--- src/rtl/id_set_table_top_assert.svh ---
// ----------------------------------------------------------------------------
// Assertion macros
// Shared forms for the concurrent checks in the identifier set table.
// ----------------------------------------------------------------------------
`ifndef ID_SET_TABLE_TOP_ASSERT_SVH
`define ID_SET_TABLE_TOP_ASSERT_SVH

// The consequent must hold in the same cycle as the antecedent.
`define IDS_ASSERT_SAME(lbl, ante, cons, msg) \
    lbl: assert property (@(posedge clk) disable iff (!rst_n) (ante) |-> (cons)) \
        else $error(msg);

// The consequent must hold in the cycle after the antecedent.
`define IDS_ASSERT_NEXT(lbl, ante, cons, msg) \
    lbl: assert property (@(posedge clk) disable iff (!rst_n) (ante) |=> (cons)) \
        else $error(msg);

`endif

--- src/rtl/ids_pkg.sv ---
// ----------------------------------------------------------------------------
// Identifier set table package
// Sizes, operation codes and the control bundle of the cell chain.
// ----------------------------------------------------------------------------
package ids_pkg;

    localparam int DEPTH   = 32;
    localparam int ENTRY_W = 32;
    localparam int FILL_W  = 6;
    localparam int IDX_W   = (DEPTH > 1) ? $clog2(DEPTH) : 1;
    localparam int CNT_W   = $clog2(DEPTH + 1);

    typedef enum logic [1:0] {
        OP_QUERY  = 2'd0,
        OP_INSERT = 2'd1,
        OP_REMOVE = 2'd2,
        OP_CLEAR  = 2'd3
    } op_t;

    typedef struct packed {
        logic               shift;
        logic               load;
        logic [ENTRY_W-1:0] data;
    } chain_ctl_t;

endpackage

--- src/rtl/ids_req_if.sv ---
// ----------------------------------------------------------------------------
// Request channel
// Valid/ready channel carrying an operation and an identifier.
// ----------------------------------------------------------------------------
interface ids_req_if;

    logic        valid;
    logic        ready;
    logic [1:0]  operation;
    logic [31:0] ident;

    modport source (output valid, output operation, output ident, input ready);
    modport sink   (input valid, input operation, input ident, output ready);

endinterface

--- src/rtl/ids_rsp_if.sv ---
// ----------------------------------------------------------------------------
// Response channel
// Valid/ready channel carrying the lookup flag and the fill level.
// ----------------------------------------------------------------------------
interface ids_rsp_if;

    logic       valid;
    logic       ready;
    logic       present;
    logic [5:0] fill;

    modport source (output valid, output present, output fill, input ready);
    modport sink   (input valid, input present, input fill, output ready);

endinterface

--- src/rtl/ids_cell.sv ---
// ----------------------------------------------------------------------------
// Table cell
// Holds one stored identifier and passes it to its neighbor on each shift.
// ----------------------------------------------------------------------------
module ids_cell
(
    input  logic                        clk,
    input  logic                        shift,
    input  logic                        load,
    input  logic [ids_pkg::ENTRY_W-1:0] load_data,
    input  logic [ids_pkg::ENTRY_W-1:0] shift_in,
    output logic [ids_pkg::ENTRY_W-1:0] value
);

    logic [ids_pkg::ENTRY_W-1:0] value_reg;
    logic [ids_pkg::ENTRY_W-1:0] value_next;

    always_comb
    begin
        value_next = value_reg;
        if (shift)
        begin
            value_next = load ? load_data : shift_in;
        end
    end

    always_ff @(posedge clk)
    begin
        value_reg <= value_next;
    end

    assign value = value_reg;

endmodule

--- src/rtl/ids_ctrl.sv ---
// ----------------------------------------------------------------------------
// Table sequencer
// Rotates the cell ring once per pass, compares the head entry and decides
// where the ring takes a new value.
// ----------------------------------------------------------------------------
`include "id_set_table_top_assert.svh"

module ids_ctrl
(
    input  logic                        clk,
    input  logic                        rst_n,
    ids_req_if.sink                     req,
    ids_rsp_if.source                   rsp,
    input  logic [ids_pkg::ENTRY_W-1:0] head,
    output ids_pkg::chain_ctl_t         chain
);

    localparam int IDX_W = ids_pkg::IDX_W;
    localparam int CNT_W = ids_pkg::CNT_W;

    typedef enum logic [2:0] {
        ST_IDLE = 3'b001,
        ST_SCAN = 3'b010,
        ST_DONE = 3'b100
    } state_t;

    state_t                       state_reg, state_next;
    logic [IDX_W-1:0]             step_reg, step_next;
    logic                         pass2_reg, pass2_next;
    logic                         found_reg, found_next;
    logic [CNT_W-1:0]             count_reg, count_next;
    logic [IDX_W-1:0]             wrap_reg, wrap_next;
    logic                         rsp_valid_reg, rsp_valid_next;

    ids_pkg::op_t                 op_reg, op_next;
    logic [ids_pkg::ENTRY_W-1:0]  key_reg, key_next;
    logic [IDX_W-1:0]             hit_reg, hit_next;
    logic [ids_pkg::ENTRY_W-1:0]  last_reg, last_next;
    logic                         present_reg, present_next;
    logic [ids_pkg::FILL_W-1:0]   fill_reg, fill_next;

    logic                         step_last;
    logic                         is_live;
    logic                         is_full;
    logic                         match;
    logic [CNT_W-1:0]             last_idx;

    always_comb
    begin
        step_last = (step_reg == IDX_W'(ids_pkg::DEPTH - 1));
        is_live   = (CNT_W'(step_reg) < count_reg);
        is_full   = (count_reg == CNT_W'(ids_pkg::DEPTH));
        last_idx  = count_reg - CNT_W'(1);
        match     = !pass2_reg && is_live && (head == key_reg) && !found_reg;
    end

    always_comb
    begin
        chain.shift = (state_reg == ST_SCAN);
        chain.load  = 1'b0;
        chain.data  = key_reg;
        if (state_reg == ST_SCAN)
        begin
            if (op_reg == ids_pkg::OP_INSERT)
            begin
                chain.load = is_full ? (step_reg == wrap_reg)
                                     : (CNT_W'(step_reg) == count_reg);
            end
            else if (op_reg == ids_pkg::OP_REMOVE && pass2_reg)
            begin
                chain.load = (step_reg == hit_reg);
                chain.data = last_reg;
            end
        end
    end

    always_comb
    begin
        state_next     = state_reg;
        step_next      = step_reg;
        pass2_next     = pass2_reg;
        found_next     = found_reg;
        count_next     = count_reg;
        wrap_next      = wrap_reg;
        rsp_valid_next = rsp_valid_reg;
        op_next        = op_reg;
        key_next       = key_reg;
        hit_next       = hit_reg;
        last_next      = last_reg;
        present_next   = present_reg;
        fill_next      = fill_reg;

        if (rsp_valid_reg && rsp.ready)
        begin
            rsp_valid_next = 1'b0;
        end

        case (state_reg)
            ST_IDLE:
            begin
                if (req.valid)
                begin
                    op_next    = ids_pkg::op_t'(req.operation);
                    key_next   = req.ident;
                    found_next = 1'b0;
                    pass2_next = 1'b0;
                    step_next  = '0;
                    if (ids_pkg::op_t'(req.operation) == ids_pkg::OP_CLEAR)
                    begin
                        count_next = '0;
                        wrap_next  = '0;
                        state_next = ST_DONE;
                    end
                    else
                    begin
                        state_next = ST_SCAN;
                    end
                end
            end
            ST_SCAN:
            begin
                step_next = step_last ? '0 : step_reg + IDX_W'(1);
                if (match)
                begin
                    found_next = 1'b1;
                    hit_next   = step_reg;
                end
                if (op_reg == ids_pkg::OP_REMOVE && !pass2_reg && count_reg != '0
                    && CNT_W'(step_reg) == last_idx)
                begin
                    last_next = head;
                end
                if (step_last)
                begin
                    if (op_reg == ids_pkg::OP_REMOVE && !pass2_reg && found_next)
                    begin
                        pass2_next = 1'b1;
                    end
                    else
                    begin
                        if (op_reg == ids_pkg::OP_INSERT)
                        begin
                            if (!is_full)
                            begin
                                count_next = count_reg + CNT_W'(1);
                            end
                            else
                            begin
                                wrap_next = (wrap_reg == IDX_W'(ids_pkg::DEPTH - 1))
                                            ? '0 : wrap_reg + IDX_W'(1);
                            end
                        end
                        else if (op_reg == ids_pkg::OP_REMOVE && pass2_reg)
                        begin
                            count_next = count_reg - CNT_W'(1);
                        end
                        state_next = ST_DONE;
                    end
                end
            end
            ST_DONE:
            begin
                if (!rsp_valid_reg || rsp.ready)
                begin
                    rsp_valid_next = 1'b1;
                    present_next   = found_reg;
                    fill_next      = ids_pkg::FILL_W'(count_reg);
                    state_next     = ST_IDLE;
                end
            end
            default:
            begin
                state_next = ST_IDLE;
            end
        endcase
    end

    always_ff @(posedge clk or negedge rst_n)
    begin
        if (!rst_n)
        begin
            state_reg     <= ST_IDLE;
            step_reg      <= '0;
            pass2_reg     <= 1'b0;
            found_reg     <= 1'b0;
            count_reg     <= '0;
            wrap_reg      <= '0;
            rsp_valid_reg <= 1'b0;
        end
        else
        begin
            state_reg     <= state_next;
            step_reg      <= step_next;
            pass2_reg     <= pass2_next;
            found_reg     <= found_next;
            count_reg     <= count_next;
            wrap_reg      <= wrap_next;
            rsp_valid_reg <= rsp_valid_next;
        end
    end

    always_ff @(posedge clk)
    begin
        op_reg      <= op_next;
        key_reg     <= key_next;
        hit_reg     <= hit_next;
        last_reg    <= last_next;
        present_reg <= present_next;
        fill_reg    <= fill_next;
    end

    assign req.ready   = (state_reg == ST_IDLE);
    assign rsp.valid   = rsp_valid_reg;
    assign rsp.present = present_reg;
    assign rsp.fill    = fill_reg;

    `IDS_ASSERT_SAME(a_count_range, 1'b1, count_reg <= CNT_W'(ids_pkg::DEPTH), "count above depth")
    `IDS_ASSERT_SAME(a_pass2_found, pass2_reg, found_reg, "second pass without a match")
    `IDS_ASSERT_NEXT(a_wrap_hold, state_reg == ST_SCAN && step_last && op_reg == ids_pkg::OP_INSERT && !is_full, $stable(wrap_reg), "wrap pointer moved on append")
    `IDS_ASSERT_NEXT(a_done_wait, state_reg == ST_DONE && rsp_valid_reg && !rsp.ready, state_reg == ST_DONE, "result dropped while output stalled")

endmodule

--- src/rtl/id_set_table_top.sv ---
// ----------------------------------------------------------------------------
// Identifier set table
// Set of up to 32 identifiers with ring overwrite when full, held in a
// rotating chain of cells and searched one entry per cycle.
// ----------------------------------------------------------------------------
//  Channel  Role  Payload
//  req      sink  operation, ident
//  rsp      src   present, fill
//
// A query or insert is accepted, rotates the ring once through every entry and
// then posts the response. A remove that finds its identifier rotates the ring
// twice. A clear skips the rotation. A new request is taken while an earlier
// response still waits.
// Reset clears the count and the wrap pointer; stored entries are not cleared.
// ----------------------------------------------------------------------------
module id_set_table_top
(
    input  logic      clk,
    input  logic      rst_n,
    ids_req_if.sink   req,
    ids_rsp_if.source rsp
);

    localparam int DEPTH = ids_pkg::DEPTH;

    logic [ids_pkg::ENTRY_W-1:0] cell_value [DEPTH];
    ids_pkg::chain_ctl_t         chain;

    ids_ctrl u_ctrl
    (
        .clk   (clk),
        .rst_n (rst_n),
        .req   (req),
        .rsp   (rsp),
        .head  (cell_value[0]),
        .chain (chain)
    );

    for (genvar i = 0; i < DEPTH; i++)
    begin : g_cell
        if (i == DEPTH - 1)
        begin : g_tail
            ids_cell u_cell
            (
                .clk       (clk),
                .shift     (chain.shift),
                .load      (chain.load),
                .load_data (chain.data),
                .shift_in  (cell_value[0]),
                .value     (cell_value[i])
            );
        end
        else
        begin : g_body
            ids_cell u_cell
            (
                .clk       (clk),
                .shift     (chain.shift),
                .load      (1'b0),
                .load_data (chain.data),
                .shift_in  (cell_value[i+1]),
                .value     (cell_value[i])
            );
        end
    end

endmodule

--- src/flat_wrapper.sv ---
// flat-port wrapper written by rule: the top's interface ports become plain ports
module id_set_table_top_flat 
  (clk, rst_n, req_valid, req_operation, req_ident, req_ready, rsp_valid, rsp_present, rsp_fill, rsp_ready);
  ids_req_if req_i ();
  ids_rsp_if rsp_i ();
  input  logic clk;
  input  logic rst_n;
  input wire logic [$bits(req_i.valid)-1:0] req_valid;
  input wire logic [$bits(req_i.operation)-1:0] req_operation;
  input wire logic [$bits(req_i.ident)-1:0] req_ident;
  output wire logic [$bits(req_i.ready)-1:0] req_ready;
  output wire logic [$bits(rsp_i.valid)-1:0] rsp_valid;
  output wire logic [$bits(rsp_i.present)-1:0] rsp_present;
  output wire logic [$bits(rsp_i.fill)-1:0] rsp_fill;
  input wire logic [$bits(rsp_i.ready)-1:0] rsp_ready;
  assign req_i.valid = req_valid;
  assign req_i.operation = req_operation;
  assign req_i.ident = req_ident;
  assign req_ready = req_i.ready;
  assign rsp_valid = rsp_i.valid;
  assign rsp_present = rsp_i.present;
  assign rsp_fill = rsp_i.fill;
  assign rsp_i.ready = rsp_ready;
  id_set_table_top u_core (.clk(clk), .rst_n(rst_n), .req(req_i), .rsp(rsp_i));
endmodule
--- config.mk ---
export PLATFORM = sky130hd
export DESIGN_NAME = id_set_table_top_flat
export DESIGN_NICKNAME = d
export VERILOG_FILES = /design/src/rtl/ids_pkg.sv /design/src/rtl/ids_req_if.sv /design/src/rtl/ids_rsp_if.sv /design/src/rtl/ids_cell.sv /design/src/rtl/ids_ctrl.sv /design/src/rtl/id_set_table_top.sv /design/src/flat_wrapper.sv
export VERILOG_INCLUDE_DIRS = /design/src /design/src/rtl
export SDC_FILE = /design/constraint.sdc
export NUM_CORES = 1
export LEC_CHECK = 0
export ABC_CLOCK_PERIOD_IN_PS = 72900
export BUFFER_PORTS_ARGS = -buffer_cell sky130_fd_sc_hd__buf_2
export CORE_MARGIN = 3
export CORE_UTILIZATION = 39
export DETAILED_ROUTE_END_ITERATION = 12
export GPL_TIMING_DRIVEN = 0
export PLACE_DENSITY_LB_ADDON = 0.05
export SLEW_MARGIN = 40
export SYNTH_ARGS = -nofsm -noshare
export SYNTH_HDL_FRONTEND = slang
export SYNTH_SLANG_ARGS = --single-unit
export TNS_END_PERCENT = 50
--- constraint.sdc ---
create_clock -name clk -period 72.9 [get_ports clk]
set_clock_uncertainty 0.15 [all_clocks]
set_input_delay 7.29 -clock clk [delete_from_list [all_inputs] [get_ports clk]]
set_output_delay 7.29 -clock clk [all_outputs]
set_load 0.1 [all_outputs]
## Yosys cells after proc, flatten, opt, wreduce, memory -nomap -nowiden

Index checks and enable logic that the tools add are counted.

- Flip-flop bits (word level): 1124
- Input bits: 38
- Output and inout port bits: 9
- Logic and storage cells: 139

- $add $sub $neg: 4
- Order comparisons: 1
- Eq/ne operators: 24
- Mux-type cells: 41
- Reduce and logical (&&, ||, !) cells: 24

Operators by type and width:

| cell | number |
|---|---|
| 2-to-1 mux 33 bit | 2 |
| 2-to-1 mux 32 bit | 2 |
| 2-to-1 mux 5 bit | 9 |
| 2-to-1 mux 6 bit | 7 |
| equality test 32 bit | 1 |
| one-hot mux 5 bit (2 select lines) | 2 |
| 2-to-1 mux 3 bit | 5 |
| AND reduction 7 bit | 2 |
| equality test 5 x 6 -> 1 bit | 2 |
| one-hot mux 6 bit (2 select lines) | 1 |
| adder 5 x 1 -> 5 bit (second input constant) | 2 |
| equality test 5 bit | 2 |
| equality test 5 bit (second input constant) | 2 |
| 2-to-1 mux 1 bit | 10 |
| != test 2 x 1 -> 1 bit (second input constant) | 5 |
| AND reduction 2 bit | 5 |
| logical AND 1 bit | 9 |
| one-hot mux 3 bit (3 select lines) | 1 |
| AND reduction 4 bit | 2 |
| adder 6 x 1 -> 6 bit (second input constant) | 1 |
| equality test 6 bit (second input constant) | 1 |
| < comparator 5 x 6 -> 1 bit | 1 |
| != test 2 bit (second input constant) | 3 |
| nonzero test 6 bit | 1 |
| 12 further kinds | 16 |

## Logic depth before layout (Yosys ltp)

- Word-level depth: 10
- Mapped depth: 9
- Gate-level depth less buffers: 8

## Cells and area by module

Synthesis repeated with hierarchy kept, for this count alone.

- Cell total of the unflattened synthesis: 2546
- Area, all modules: 53057.1 um^2

By module, submodules not included:

| module | instances | cells each | area an instance (um^2) | seq. area each (um^2) |
|---|---|---|---|---|
| ids_cell | 32 | 68 | 1505.2 | 960.9 |
| ids_ctrl | 1 | 369 | 4887.2 | 2894.0 |
| id_set_table_top | 1 | 1 | 3.8 | 0.0 |

## Least setup slack after synthesis

Ideal clock, no wire load.

- Path type: flip-flop to flip-flop
- Start: register u_core.u_ctrl.state_reg[2]
- End: register u_core.u_ctrl.hit_reg[0] (enable)
- Library setup time: 395 ps
- Arrival: 31304 ps
- Required time: 72355 ps
- Setup slack: 41052 ps
- Stages on the path, launching flop included: 6
- Period minus slack after synthesis: 31848 ps
- Path through: dfrtp_1 or3b_4 inv_4 clkbuf_1 nand2_1 nor2_1

- Longest elaborated chain between the ends: 2

RTL lines:

| element | line | text |
|---|---|---|
| start, declared | ids_ctrl.sv:27 | `state_t state_reg, state_next;` |
| start signal, assigned | ids_ctrl.sv:192 | `state_reg <= state_next;` |
| equality test 3 x 2 -> 1 bit | -- |  |
| named net u_core.g_cell[0].g_body.u_cell.shift | ids_cell.sv:8 | `input logic shift,` |
| AND reduction 2 bit (no line) | -- |  |
| end signal, assigned | ids_ctrl.sv:206 | `hit_reg <= hit_next;` |
| end, declared | ids_ctrl.sv:37 | `logic [IDX_W-1:0] hit_reg, hit_next;` |

The timed path passes the listed nets, and every way through them passes these cells.
A chain may end at the register's enable or synchronous reset.

## Final worst setup path

- Start: register u_core.u_ctrl.state_reg[0]
- End: output req_ready

- Longest elaborated chain between the ends: 1

RTL lines:

| element | line | text |
|---|---|---|
| equality test 3 x 1 -> 1 bit | ids_ctrl.sv:212 | `assign req.ready = (state_reg == ST_IDLE);` |
| end, declared | flat_wrapper.sv:11 | `output wire logic [$bits(req_i.ready)-1:0] req_ready;` |

Every way passes these cells.

==> impl_metrics.py <==
metrics = {
    "status": {
        "outcome": "completed",
    },
    "drt": {
        "ant_nets": 0,
        "vias_per_cell": 4.59,
        "finalWirelength_mm": 53.5,
        "routedWlPerCell_um": 18.2,
        "drc": 0,
        "dr_total_vias": 13500,
        "drt-pass1-iter-count": 4,
        "drtIter0Drc": 1171,
    },
    "layout": {
        "fin_nets": 1707,
        "diodes": 0,
        "drive_gt1_share_pct": 16.1,
        "final_cell_mix": "edfxtp_1 (1,102), clkbuf_16 (118), buf_2 (56)",
        "area_growth_pct": 16.9,
        "instances_no_fill": 2931,
        "final_common_cell": "edfxtp_1",
        "largest_reg_flops": 992,
    },
    "clocking": {
        "ctsHoldBuffers": 0,
        "postCtsSetupBuffers": 0,
        "clock_path_buffers": 3,
        "path_clk_slew_ns": 0.06,
        "htreeDepth": 3,
        "insertion_delay_ns": 0.67,
        "cts.sink_count": 1124,
        "cts_root_buf": "clkbuf_16",
        "cts_tree": "built",
        "cts_made_buffers": 116,
        "post_cts_resized": 0,
    },
    "yosys": {
        "yosysWarnings": 0,
        "syn-mean-instance-area_um2": 24.6,
        "synthArstFlopShare_pct": 1.96,
        "synth-edff-count": 1102,
        "syn_inst": 1454,
        "syn_nets": 1504,
        "synthDistinctLibCells": 55,
        "ys_seq_area_share_pct": 93.9,
        "syn_area_um2": 35800,
        "synth_flop_cell": "edfxtp_1",
        "ys_ff_latch": 1124,
    },
    "die": {
        "die_h_um": 309,
        "initial_core_util_pct": 39.6,
        "coreArea_um2": 90600,
        "pin_count": 47,
        "die_w_um": 309,
        "rows": 110,
        "die-area_um2": 95500,
    },
    "place": {
        "place.gp.congestion": 0.716,
        "place_hpwl_mm": 29.4,
        "place_ws_ns": 64.00,
        "port_buffers": 46,
        "dpl.cell_count": 2715,
    },
    "worst_setup_path": {
        "crit_start": "u_core.u_ctrl.state_reg[0]",
        "startpoint_type": "flop",
        "path_max_fanout": 7,
        "r2r_start": "u_core.u_ctrl.state_reg[2]",
        "arrival_ns": 2.16,
        "critPathKind": "flop to primary output",
        "crit_path_end_kind": "primary output",
        "required_ns": 65.46,
    },
    "sta": {
        "slew_headroom_pct": 50.5,
        "finalHoldViolations": 0,
        "finalSetupTns_ns": 0,
        "rsz0062_at_grt": "false",
        "worstMarginPinSlew_ns": 0.740,
        "slew_viol_final": 0,
        "finalCritPeriodShare_pct": 13.2,
        "period_needed_ns": 9.60,
        "setup-violations-final": 0,
        "final.setup.worst_slack_ns": 63.30,
        "fmax_ghz": 0.104,
    },
    "flow_run": {
        "cap_violations": 0,
    },
    "hold_path": {
        "hp-start": "u_core.g_cell[12].g_body.u_cell.value[16]",
        "hold_class": "flop to flop",
    },
    "global_routing": {
        "grt_max_degree": 47,
        "antenna_found_initial": 4,
        "track_usage_pct": 11.2,
        "overflow": 0,
        "grt_pass1_vias": 13600,
        "grt_pass1_wl_mm": 82.0,
    },
    "power_and_ir_drop": {
        "peakVddDrop_mv": 0.0189,
        "leakage_nw": 13.5,
        "p_per_area_nw_per_um2": 37.9,
    },
}
## Yosys cell counts (2+ instances only)
cell	number	area share, %
nand2_1	30	0.31
buf_2	7	0.098
xnor2_1	11	0.27
nor2b_1	2	0.035
nand3_1	7	0.098
ha_1	12	0.42
o21ai_0	16	0.22
nor3b_1	3	0.063
a31oi_1	8	0.14
mux2i_1	32	0.89
nand2b_1	5	0.087
and3_1	3	0.052
inv_1	9	0.094
xor2_1	38	0.93
nor4b_1	2	0.049
clkbuf_1	6	0.063
nor3_1	6	0.084
buf_4	2	0.042
nor2_1	43	0.45
a2111oi_0	2	0.049
nand4_1	7	0.12
nand3b_1	3	0.063
edfxtp_1	1102	92
dfrtp_1	21	1.5
o211ai_1	2	0.042
a21o_2	2	0.049
a21oi_1	39	0.54
nor4_1	7	0.12
## routing by layer
metal  share of wire (%)  track usage [%]
met3                 3.9             2.71
met5                   0                0
met2                  40             14.8
met4                 2.9             4.23
met1                  53             17.9
## area by class of cell
| cell class | count | area, µm² |
|---|---|---|
| Buffer | 16 | 87.6 |
| Clock buffer | 144 | 3050 |
| Clock inverter | 72 | 608 |
| Fill cell | 7495 | 48700 |
| Inverter | 10 | 42.5 |
| Multi-Input combinational cell | 304 | 2070 |
| Sequential cell | 1124 | 33600 |
| Tap cell | 1176 | 1470 |
| Timing Repair Buffer | 85 | 915 |
## per-stage QoR
| step | util (%) | power (mW) | cell area [µm²] | hold slack, ns |
|---|---|---|---|---|
| final | 46.3 | 1.59 | 41900 | 0.252 |
| after global routing | 46.3 | 1.66 | 41900 | 0.268 |
| after global placement | 41.4 | 1.24 | 37500 | 0.252 |
| after detailed placement | 42.2 | 1.04 | 38200 | 0.255 |
| after CTS | 46.3 | 1.62 | 41900 | 0.252 |
| after floorplan | - | 1.14 | 35800 | 0.250 |
## worst max-delay path: stages, from the launching register on
cell and delay [ns]:
dfstp_2 0.59, nor3b_1 0.39, buf_2 0.52
## power breakdown
part	switching (mW)	internal (mW)	total, mW	leakage (nW)
clock network	0.236	0.328	0.564	1.79
registers	0.0346	0.863	0.898	10.4
logic	0.0919	0.0342	0.126	1.33
## kinds of logic (layout without fill, tap and decap cells)
family / Yosys count / after routing / share of synthesized area [%]
mux: 32 / 32 / 0.894
compound gates: 80 / 80 / 1.39
flops: 1124 / 1124 / 93.9
xor+xnor: 49 / 49 / 1.20
simple gates: 131 / 131 / 1.84
buf+inv: 26 / 327 / 0.346
fa+ha+maj: 12 / 12 / 0.419
## worst paths after layout
path	end	slack, ns	cells after the start
min	u_core.g_cell[11].g_body.u_cell.value[16]	0.25	0
min reg2reg	u_core.g_cell[11].g_body.u_cell.value[16]	0.25	0
max reg2reg	u_core.u_ctrl.last_reg[15]	69.01	9
max	req_ready	63.30	2
min in group asynchronous	u_core.u_ctrl.step_reg[1]	6.45	1
max in group asynchronous	u_core.u_ctrl.state_reg[0]	65.79	1
(Power assumes the default switching activity.)
